[src/sv/sha1_hash_engine_top_assert.svh]
// Assertion macros shared by the SHA-1 engine RTL.
// Included by modules that carry concurrent checks; no other dependencies.
`ifndef SHA1_HASH_ENGINE_TOP_ASSERT_SVH
`define SHA1_HASH_ENGINE_TOP_ASSERT_SVH

// Same-cycle implication, disabled while reset is asserted.
`define SHA1_AST_IMP(lbl, ck, rn, lhs, rhs) \
	lbl: assert property (@(posedge ck) disable iff (!rn) (lhs) |-> (rhs)) \
		else $error("sha1 check failed");

// Next-cycle implication, disabled while reset is asserted.
`define SHA1_AST_NXT(lbl, ck, rn, lhs, rhs) \
	lbl: assert property (@(posedge ck) disable iff (!rn) (lhs) |=> (rhs)) \
		else $error("sha1 check failed");

`endif

[src/sv/sha1_pkg.sv]
// Types, constants and helper functions for the SHA-1 engine.
// No dependencies; imported by the controller, datapath and top level.
package sha1_pkg;

	typedef struct packed {
		logic       mode;
		logic [7:0] data_byte;
	} msg_item_t;

	typedef struct packed {
		logic [31:0] digest_word;
		logic [2:0]  word_index;
		logic        last_word;
	} dig_item_t;

	localparam logic MODE_ABSORB = 1'b0;
	localparam logic MODE_FINISH = 1'b1;

	localparam logic [6:0] LAST_ROUND    = 7'd79;
	localparam logic [2:0] LAST_WORD_IDX = 3'd4;
	localparam logic [2:0] LAST_LEN_BYTE = 3'd7;
	localparam logic [5:0] CNT_FULL      = 6'd63;
	localparam logic [5:0] CNT_PAD_END   = 6'd56;
	localparam logic [7:0] PAD_BYTE      = 8'h80;

	localparam logic [31:0] H_INIT [5] = '{
		32'h67452301, 32'hEFCDAB89, 32'h98BADCFE, 32'h10325476, 32'hC3D2E1F0
	};

	typedef enum logic [1:0] {
		SRC_DATA,
		SRC_PAD,
		SRC_ZERO,
		SRC_LEN
	} byte_src_t;

	typedef struct packed {
		logic       shift_en;
		byte_src_t  src;
		logic [2:0] len_sel;
		logic       len_inc;
		logic       comp_load;
		logic       comp_round;
		logic       comp_add;
		logic [6:0] round;
		logic       reinit;
		logic       dig_load;
		logic       dig_shift;
	} dp_cmd_t;

	typedef struct packed {
		logic cnt_full;
		logic cnt_pad_end;
	} dp_stat_t;

	function automatic logic [31:0] round_const(input logic [6:0] r);
		logic [31:0] k;
		if (r < 7'd20) begin
			k = 32'h5A827999;
		end else if (r < 7'd40) begin
			k = 32'h6ED9EBA1;
		end else if (r < 7'd60) begin
			k = 32'h8F1BBCDC;
		end else begin
			k = 32'hCA62C1D6;
		end
		return k;
	endfunction

	function automatic logic [31:0] round_fn(input logic [6:0] r, input logic [31:0] b,
		input logic [31:0] c, input logic [31:0] d);
		logic [31:0] f;
		if (r < 7'd20) begin
			f = (b & c) | (~b & d);
		end else if (r >= 7'd40 && r < 7'd60) begin
			f = (b & c) | (b & d) | (c & d);
		end else begin
			f = b ^ c ^ d;
		end
		return f;
	endfunction

endpackage

[src/sv/sha1_dp.sv]
// SHA-1 datapath: block shift register doubling as message schedule, round
// registers, chaining words, bit length and digest output buffer. Uses sha1_pkg.
module sha1_dp import sha1_pkg::*; (
	input  logic        clk,
	input  logic        arst_n,
	input  dp_cmd_t     cmd,
	input  logic [7:0]  data_byte,
	output dp_stat_t    stat,
	output logic [31:0] digest_word
);

	logic [511:0] blk_q;
	logic [5:0]   cnt_q;
	logic [63:0]  len_q;
	logic [31:0]  h_q [5];
	logic [31:0]  a_q, b_q, c_q, d_q, e_q;
	logic [31:0]  dig_q [5];

	logic [7:0]   byte_in;
	logic [31:0]  w0, w2, w8, w13, w_mix, w_new, t_sum;

	always_comb begin
		unique case (cmd.src)
			SRC_DATA: byte_in = data_byte;
			SRC_PAD:  byte_in = PAD_BYTE;
			SRC_ZERO: byte_in = 8'h00;
			SRC_LEN:  byte_in = len_q[{~cmd.len_sel, 3'b000} +: 8];
		endcase
	end

	// Window word j sits at blk_q[511-32j -: 32]; word 0 is the current round's.
	assign w0    = blk_q[511:480];
	assign w2    = blk_q[447:416];
	assign w8    = blk_q[255:224];
	assign w13   = blk_q[95:64];
	assign w_mix = w13 ^ w8 ^ w2 ^ w0;
	assign w_new = {w_mix[30:0], w_mix[31]};

	assign t_sum = {a_q[26:0], a_q[31:27]} + round_fn(cmd.round, b_q, c_q, d_q)
		+ e_q + w0 + round_const(cmd.round);

	// Block buffer and round registers carry no reset.
	always_ff @(posedge clk) begin
		if (cmd.shift_en) begin
			blk_q <= {blk_q[503:0], byte_in};
		end else if (cmd.comp_round) begin
			blk_q <= {blk_q[479:0], w_new};
		end
		if (cmd.comp_load) begin
			a_q <= h_q[0];
			b_q <= h_q[1];
			c_q <= h_q[2];
			d_q <= h_q[3];
			e_q <= h_q[4];
		end else if (cmd.comp_round) begin
			a_q <= t_sum;
			b_q <= a_q;
			c_q <= {b_q[1:0], b_q[31:2]};
			d_q <= c_q;
			e_q <= d_q;
		end
		if (cmd.dig_load) begin
			for (int i = 0; i < 5; i++) begin
				dig_q[i] <= h_q[i];
			end
		end else if (cmd.dig_shift) begin
			for (int i = 0; i < 4; i++) begin
				dig_q[i] <= dig_q[i+1];
			end
		end
	end

	always_ff @(posedge clk or negedge arst_n) begin
		if (!arst_n) begin
			cnt_q <= '0;
			len_q <= '0;
			for (int i = 0; i < 5; i++) begin
				h_q[i] <= H_INIT[i];
			end
		end else begin
			if (cmd.reinit) begin
				cnt_q <= '0;
				len_q <= '0;
				for (int i = 0; i < 5; i++) begin
					h_q[i] <= H_INIT[i];
				end
			end else begin
				if (cmd.shift_en) begin
					cnt_q <= cnt_q + 6'd1;
				end
				if (cmd.len_inc) begin
					len_q <= len_q + 64'd8;
				end
				if (cmd.comp_add) begin
					h_q[0] <= h_q[0] + a_q;
					h_q[1] <= h_q[1] + b_q;
					h_q[2] <= h_q[2] + c_q;
					h_q[3] <= h_q[3] + d_q;
					h_q[4] <= h_q[4] + e_q;
				end
			end
		end
	end

	assign stat.cnt_full    = (cnt_q == CNT_FULL);
	assign stat.cnt_pad_end = (cnt_q == CNT_PAD_END);
	assign digest_word      = dig_q[0];

endmodule

[src/sv/sha1_ctrl.sv]
// SHA-1 controller: sequences absorb, padding, 80 compression rounds and
// digest output. Uses sha1_pkg and sha1_hash_engine_top_assert.svh.
`include "sha1_hash_engine_top_assert.svh"
module sha1_ctrl import sha1_pkg::*; (
	input  logic       clk,
	input  logic       arst_n,
	input  logic       msg_valid,
	input  logic       msg_mode,
	output logic       msg_ready,
	output logic       dig_valid,
	input  logic       dig_ready,
	output logic [2:0] word_index,
	input  dp_stat_t   stat,
	output dp_cmd_t    cmd
);

	typedef enum logic [2:0] {
		ST_IDLE,
		ST_PAD80,
		ST_PADZ,
		ST_PADLEN,
		ST_LOAD,
		ST_ROUND,
		ST_ADD,
		ST_EMIT
	} state_t;

	state_t     state_q;
	logic [6:0] round_q;
	logic [2:0] len_idx_q;
	logic       fin_q;
	logic       len_done_q;
	logic       out_valid_q;
	logic [2:0] out_idx_q;

	logic       msg_acc;
	logic       dig_acc;

	assign msg_ready  = (state_q == ST_IDLE);
	assign msg_acc    = msg_valid && msg_ready;
	assign dig_valid  = out_valid_q;
	assign dig_acc    = out_valid_q && dig_ready;
	assign word_index = out_idx_q;

	always_comb begin
		cmd           = '0;
		cmd.src       = SRC_DATA;
		cmd.round     = round_q;
		cmd.len_sel   = len_idx_q;
		cmd.dig_shift = dig_acc;
		unique case (state_q)
			ST_IDLE: begin
				if (msg_acc && msg_mode == MODE_ABSORB) begin
					cmd.shift_en = 1'b1;
					cmd.len_inc  = 1'b1;
				end
			end
			ST_PAD80: begin
				cmd.shift_en = 1'b1;
				cmd.src      = SRC_PAD;
			end
			ST_PADZ: begin
				if (!stat.cnt_pad_end) begin
					cmd.shift_en = 1'b1;
					cmd.src      = SRC_ZERO;
				end
			end
			ST_PADLEN: begin
				cmd.shift_en = 1'b1;
				cmd.src      = SRC_LEN;
			end
			ST_LOAD:  cmd.comp_load  = 1'b1;
			ST_ROUND: cmd.comp_round = 1'b1;
			ST_ADD:   cmd.comp_add   = 1'b1;
			ST_EMIT: begin
				if (!out_valid_q) begin
					cmd.dig_load = 1'b1;
					cmd.reinit   = 1'b1;
				end
			end
		endcase
	end

	always_ff @(posedge clk or negedge arst_n) begin
		if (!arst_n) begin
			state_q     <= ST_IDLE;
			round_q     <= '0;
			len_idx_q   <= '0;
			fin_q       <= 1'b0;
			len_done_q  <= 1'b0;
			out_valid_q <= 1'b0;
			out_idx_q   <= '0;
		end else begin
			if (dig_acc) begin
				if (out_idx_q == LAST_WORD_IDX) begin
					out_valid_q <= 1'b0;
				end else begin
					out_idx_q <= out_idx_q + 3'd1;
				end
			end
			unique case (state_q)
				ST_IDLE: begin
					if (msg_acc) begin
						if (msg_mode == MODE_FINISH) begin
							fin_q      <= 1'b1;
							len_done_q <= 1'b0;
							state_q    <= ST_PAD80;
						end else if (stat.cnt_full) begin
							state_q <= ST_LOAD;
						end
					end
				end
				ST_PAD80: begin
					state_q <= stat.cnt_full ? ST_LOAD : ST_PADZ;
				end
				ST_PADZ: begin
					if (stat.cnt_pad_end) begin
						len_idx_q <= '0;
						state_q   <= ST_PADLEN;
					end else if (stat.cnt_full) begin
						state_q <= ST_LOAD;
					end
				end
				ST_PADLEN: begin
					len_idx_q <= len_idx_q + 3'd1;
					if (len_idx_q == LAST_LEN_BYTE) begin
						len_done_q <= 1'b1;
						state_q    <= ST_LOAD;
					end
				end
				ST_LOAD: begin
					round_q <= '0;
					state_q <= ST_ROUND;
				end
				ST_ROUND: begin
					if (round_q == LAST_ROUND) begin
						state_q <= ST_ADD;
					end else begin
						round_q <= round_q + 7'd1;
					end
				end
				ST_ADD: begin
					priority if (!fin_q) begin
						state_q <= ST_IDLE;
					end else if (len_done_q) begin
						state_q <= ST_EMIT;
					end else begin
						state_q <= ST_PADZ;
					end
				end
				ST_EMIT: begin
					// hold until the previous digest has drained
					if (!out_valid_q) begin
						out_valid_q <= 1'b1;
						out_idx_q   <= '0;
						fin_q       <= 1'b0;
						len_done_q  <= 1'b0;
						state_q     <= ST_IDLE;
					end
				end
			endcase
		end
	end

	`SHA1_AST_NXT(a_round_end, clk, arst_n, state_q == ST_ROUND && round_q == LAST_ROUND, state_q == ST_ADD)
	`SHA1_AST_NXT(a_emit_load, clk, arst_n, state_q == ST_EMIT && !out_valid_q, out_valid_q && out_idx_q == 3'd0 && state_q == ST_IDLE)
	`SHA1_AST_IMP(a_idx_range, clk, arst_n, out_valid_q, out_idx_q <= LAST_WORD_IDX)
	`SHA1_AST_NXT(a_last_drop, clk, arst_n, dig_acc && out_idx_q == LAST_WORD_IDX, !out_valid_q)

endmodule

[src/sv/sha1_hash_engine_top.sv]
// SHA-1 engine top level. An absorb item shifts in one byte; a full block then
// takes load, 80 rounds of one round unit and add. A finish item pads one or two
// blocks before the first digest word, then five words at one per cycle while
// dig_ready is high. Input is accepted while an earlier digest is still being read.
// Reset restores initial chaining words, zero length and an empty output.
module sha1_hash_engine_top import sha1_pkg::*; (
	input  logic      clk,
	input  logic      arst_n,
	input  logic      msg_valid,
	output logic      msg_ready,
	input  msg_item_t msg,
	output logic      dig_valid,
	input  logic      dig_ready,
	output dig_item_t dig
);

	dp_cmd_t     cmd;
	dp_stat_t    stat;
	logic [31:0] digest_word;
	logic [2:0]  word_index;

	sha1_ctrl u_ctrl (
		.clk        (clk),
		.arst_n     (arst_n),
		.msg_valid  (msg_valid),
		.msg_mode   (msg.mode),
		.msg_ready  (msg_ready),
		.dig_valid  (dig_valid),
		.dig_ready  (dig_ready),
		.word_index (word_index),
		.stat       (stat),
		.cmd        (cmd)
	);

	sha1_dp u_dp (
		.clk         (clk),
		.arst_n      (arst_n),
		.cmd         (cmd),
		.data_byte   (msg.data_byte),
		.stat        (stat),
		.digest_word (digest_word)
	);

	assign dig.digest_word = digest_word;
	assign dig.word_index  = word_index;
	assign dig.last_word   = (word_index == LAST_WORD_IDX);

endmodule

[config.mk]
export PLATFORM = sky130hd
export DESIGN_NAME = sha1_hash_engine_top
export DESIGN_NICKNAME = d
export VERILOG_FILES = /design/src/sv/sha1_pkg.sv /design/src/sv/sha1_dp.sv /design/src/sv/sha1_ctrl.sv /design/src/sv/sha1_hash_engine_top.sv
export VERILOG_INCLUDE_DIRS = /design/src /design/src/sv
export SDC_FILE = /design/constraint.sdc
export NUM_CORES = 2
export LEC_CHECK = 0
export BUFFER_PORTS_ARGS = -buffer_cell sky130_fd_sc_hd__buf_4
export CAP_MARGIN = 20
export CORE_ASPECT_RATIO = 1.1
export CORE_MARGIN = 5
export CORE_UTILIZATION = 40
export CTS_CLUSTER_DIAMETER = 60
export DETAILED_ROUTE_END_ITERATION = 12
export GPL_TIMING_DRIVEN = 0
export PLACE_DENSITY = 0.61
export SETUP_SLACK_MARGIN = 0.3
export SKIP_CTS_REPAIR_TIMING = 1
export SYNTH_ARGS = -nofsm -noshare
export SYNTH_HDL_FRONTEND = slang
export SYNTH_SLANG_ARGS = --single-unit
[constraint.sdc]
create_clock -name clk -period 51 [get_ports clk]
set_input_delay 10.2 -clock clk [delete_from_list [all_inputs] [get_ports clk]]
set_output_delay 10.2 -clock clk [all_outputs]
set_load 0.005 [all_outputs]
### After elaboration in Yosys (flattened, before gate mapping)

Memory sizes are Yosys's and may differ from the RTL's.
Index checks and enable logic that the tools add are counted.

* flip-flop bits (word level): 921
* memory bits (writable): 160
* bits of input ports: 13
* output and inout bits: 38
* memories: 1

Memory list
* u_dp.dig_q: words 5, width 32, rd ports 5, clocked after Yosys merged registers in 0, wr ports 5, RTL line sha1_dp.sv:17 `logic [31:0] dig_q [5];`

* $add $sub $neg: 14
* order comparisons: 4
* equal/unequal tests: 22
* shifts and indexed selects: 1
* muxes and demuxes: 74
* bitwise gates (word level): 19
* reductions and logical operators: 21

Operators by type and width (number)
* $mux 512: 2
* $mux 32: 18
* $mux 160: 2
* $add 32x32->32: 9
* $xor 32x32->32: 5
* $and 32x32->32: 4
* $mux 64: 2
* $or 32x32->32: 3
* $add 64x4->64 const B: 1
* $shiftx 64x7->8: 1
* $mux 3: 16
* $not 32->32: 1
* $pmux 8 s4: 1
* $mux 31: 1
* $pmux 3 s8: 1
* $mux 1: 20
* $eq 3x3->1 const B: 6
* $reduce_bool 2->1: 8
* $lt 7x6->1 const B: 2
* $pmux 7 s2: 1
* $eq 6x6->1 const B: 2
* $mux 6: 2
* $ne 2x2->1 const B: 4
* $reduce_and 4->1: 2
* 27 further kinds: 41

### Depth between registers and ports, before layout

* word-level depth: 11
* gate-level depth with buffers: 27
* gate-level depth less buffers: 25

### Cells and area by module

Synthesis repeated with hierarchy kept, for this count alone.

* cell total of the unflattened synthesis: 4858
* area, all modules: 60196.5 um^2

Modules (own cells, without submodules)
* sha1_dp: times used 1, cells each 4735, area each 59004.1 um^2
* sha1_ctrl: times used 1, cells each 122, area each 1179.9 um^2
* sha1_hash_engine_top: times used 1, cells each 1, area each 12.5 um^2

### Worst setup path after synthesis

OpenSTA, ideal clock, no wires.

* path type: input -> register
* start: in msg[8] (netlist bit)
* end: reg u_dp.blk_q[0], enable pin
* arrival: 19.675 ns
* path slack: 27.699 ns
* stages: 7
* path buffers: 4
* path through: nand3b_4 -> buf_6 -> and2_1 -> clkbuf_1 -> clkbuf_1 -> clkbuf_1 -> nand2_1

* longest elaborated chain between the ends: 5

Ends and longest elaborated chain
* start, declared: RTL line sha1_hash_engine_top.sv:11 `input msg_item_t msg,`
* $not 1->1: RTL line sha1_ctrl.sv:53 `if (msg_acc && msg_mode == MODE_ABSORB) begin`
* $logic_and 1x1->1: RTL line sha1_ctrl.sv:53
* $mux 1: RTL line sha1_ctrl.sv:53
* $pmux 1 s3: RTL line sha1_ctrl.sv:51 `unique case (state_q)`
* $reduce_bool 2->1 (no line)
* end signal, assigned: RTL line sha1_dp.sv:45 `blk_q <= {blk_q[503:0], byte_in};`
* end signal, assigned: RTL line sha1_dp.sv:47 `blk_q <= {blk_q[479:0], w_new};`
* end, declared: RTL line sha1_dp.sv:12 `logic [511:0] blk_q;`

Every way passes these cells.
A chain may end at the register's enable or synchronous reset.

### Final worst setup path

* start: in msg[8] (netlist bit)
* end: reg u_dp.blk_q[391], enable pin

Same word-level chain as after synthesis.

==> impl_metrics.ini <==
[floorplanning]
num_rows = 148
io_pins = 51
die_w_um = 377
core_um2 = 147000
start_util_pct = 40.1
die-area_um2 = 156000
fp.dieH_um = 413

[critical_path]
arrival_ns = 14.15
required_ns = 51.48
crit_path_start_kind = primary input
slowest_stage = clkbuf_1
critPathMaxFanout = 72
crit_buf_inv = 8
crit_type = primary input to register
crit_path_cell_trace = buf_4 > nand3b_4 > buf_6 > and2_1 > clkbuf_1 > clkbuf_1 > clkbuf_1 > nand2_4 > buf_16 > buf_16 > buf_16
cp-end-kind = register
slowest_delay_ns = 0.69
cp_top_family = buffers and inverters

[timing]
timing.final.crit_share_pct = 26.8
holdWs_ns = 0.504
setup-tns-final_ns = 0
final_hold_viol_count = 0
grt_setup_unrepaired = false
period_minus_slack_ns = 13.67
finalMaxSlewViolations = 0
finClkSkew_ns = 0.0467
relSlewSlack_pct = 20.3
setup_viol = 0
fmax_mhz = 73.1
worst_pin_slew_ns = 1.20

[cts]
path_clk_slew_ns = 0.06
root_buffer = clkbuf_16
tritoncts = built
cts-htree-levels = 4
clock-sinks = 1078
clkLatencyLatePin_ns = 0.78
cts_buffers = 133
clock_path_buffers = 3

[logic_synthesis]
ys_seq_elements = 1078
ys_warn_count = 0
yosysUniqueCellTypes = 86
synth_cells = 5860
syn_avg_cell_area_um2 = 10.1
synth-seq-area-share_pct = 52.8
ys.flop_type = edfxtp_1
synth_edf_count = 832
synthesis.area_um2 = 59100
syn-num-nets = 6225
synthArstFlopShare_pct = 22.8

[power_and_ir_drop]
power_frac_comb_pct = 4.4
p_sw_uw = 460
pwr-share-seq_pct = 48.3
pwr-share-clk_pct = 47.4
switching_share_pct = 22.8
fin_total_pwr_uw = 2020
p_int_uw = 1560
power_density_nw_per_um2 = 30.1
power.leakage_uw = 0.0300
peakVddDrop_uv = 26.0

[status]
outcome = complete, no violations

[layout]
nets = 6438
multiInputGateArea_um2 = 25900
syn2layout_area_growth_pct = 13.2
drive_above_1_share_pct = 9.11
num_antenna_cells = 0
register_area_um2 = 31200
fillers = 14000
final_common_cell = nand2_1
mostFrequentLayoutCells = 2034 x nand2_1, 832 x edfxtp_1, 276 x o21ai_0, 250 x nor2_1, 246 x clkbuf_1
fin_cells = 8130

[route]
routed_wl_um = 191000
wl_per_cell_um = 23.6
drt-initial-drc-count = 4255
route.vias.total = 44700
ant_nets = 0
dr.pass1.iters = 6
viasPerCell = 5.50
drc_errors = 0

[worst_hold_path]
hold_class = register to register

[flow_run]
max-cap-violations = 0

[placed_design]
place_hpwl_um = 144000
place_inst = 7886
place.gp.congestion = 0.956
portBuffers = 50

[grt]
antenna_found_initial = 2
grt_pass1_wl_um = 282000
grt_max_degree = 102
grtUsageTotal_pct = 24.2
grt_pass1_vias = 44200
grt-ovfl-total = 0
[synth_stat cells, types with 8 or more instances]
cell	count	area [um^2]
o21a_1	16	120
o32ai_1	21	184
mux2_2	131	1480
and3_1	32	200
nand2b_1	29	181
nand2_1	2035	7640
o211ai_1	28	210
a31oi_1	19	119
o21ai_0	276	1380
a21o_1	95	713
a211oi_1	23	173
a22o_1	16	140
xor2_1	116	1020
inv_1	217	815
dfstp_2	80	2100
clkbuf_1	218	818
ha_1	228	2850
buf_1	21	78.8
and4_1	11	96.3
and2_1	13	81.3
nor3_1	25	125
nor2_1	250	938
mux4_2	13	293
or3_1	25	156
edfxtp_1	832	25000
mux2i_1	18	180
nor2b_1	49	307
nor4_1	8	50.1
dfrtp_1	166	4150
o31ai_1	11	82.6
xnor2_1	186	1630
nand3_1	61	305
nand4_1	23	144
a21oi_1	244	1220
buf_4	32	240
o21bai_1	24	180
fa_1	124	2480
[layer usage]
| metal | GRT usage, % | routed length, um |
|---|---|---|
| met5 | 0 | 12 |
| met4 | 13.9 | 12500 |
| met3 | 3.69 | 12000 |
| met2 | 40.2 | 90700 |
| met1 | 30.2 | 76300 |
[through the flow]
step	setup slack, ns	utilization, %	area, um^2
5_1_grt	37.18	45.4	66900
3_5_place_dp	36.57	42.4	62500
3_3_place_gp	21.09	42.0	62000
2_1_floorplan	27.70	-	59100
6_report	37.33	45.4	66900
4_1_cts	37.36	45.4	66900
[state kept, by name (all words and copies together), names as in the netlist]
register / flops
u_ctrl.state_q: 3
u_ctrl.fin_q: 1
u_dp.h_q: 160
u_dp.dig_q: 160
u_dp.e_q: 32
u_ctrl.round_q: 7
u_dp.blk_q: 512
u_ctrl.dig_valid: 1
u_dp.c_q: 32
u_ctrl.len_done_q: 1
u_ctrl.word_index: 3
u_dp.len_q: 61
u_dp.a_q: 32
u_ctrl.len_idx_q: 3
u_dp.b_q: 32
u_dp.d_q: 32
u_dp.cnt_q: 6
[power by group through the flow]
stage / Sequential, uW / Clock, uW / Combinational (uW)
floorplan: 987 / 0 / 45.3
global placement: 993 / 0 / 83.5
detailed placement: 990 / 0 / 89.9
CTS: 973 / 968 / 90.4
global route: 974 / 1010 / 93.5
finish: 973 / 955 / 88.6
[worst paths after layout]
kind | from | endpoint | slack, ns | cells after the start
min in group asynchronous | arst_n | u_dp.h_q[39] | 9.47 | 1
hold reg to reg | u_dp.dig_q[0][101] | u_dp.dig_q[0][69] | 0.50 | 1
setup reg to reg | u_ctrl.round_q[3] | u_dp.a_q[26] | 42.30 | 25
max in group asynchronous | arst_n | u_dp.cnt_q[5] | 40.44 | 2
setup / recovery | msg[8] | u_dp.blk_q[391] | 37.33 | 11
hold / removal | u_dp.dig_q[0][101] | u_dp.dig_q[0][69] | 0.50 | 1
[kinds of logic after synthesis]
family,count (synthesis),share of synthesized area [%]
simple gates,2602,17.9
flops,1078,52.8
compound gates,870,9.10
buf+inv,494,3.37
fa+ha+maj,352,9.02
xor+xnor,302,4.47
mux,162,3.29
[cell type report]
type                            count  share of cell area (%)
Sequential cell                  1078                    46.7
Clock buffer                      168                    5.29
Timing Repair Buffer               78                    1.43
Multi-Input combinational cell   4288                    38.7
Inverter                          219                    1.24
Tap cell                         1950                    3.65
Buffer                            275                    1.75
Clock inverter                     74                    1.23
No activity file was read; power rests on OpenSTA's default activity.
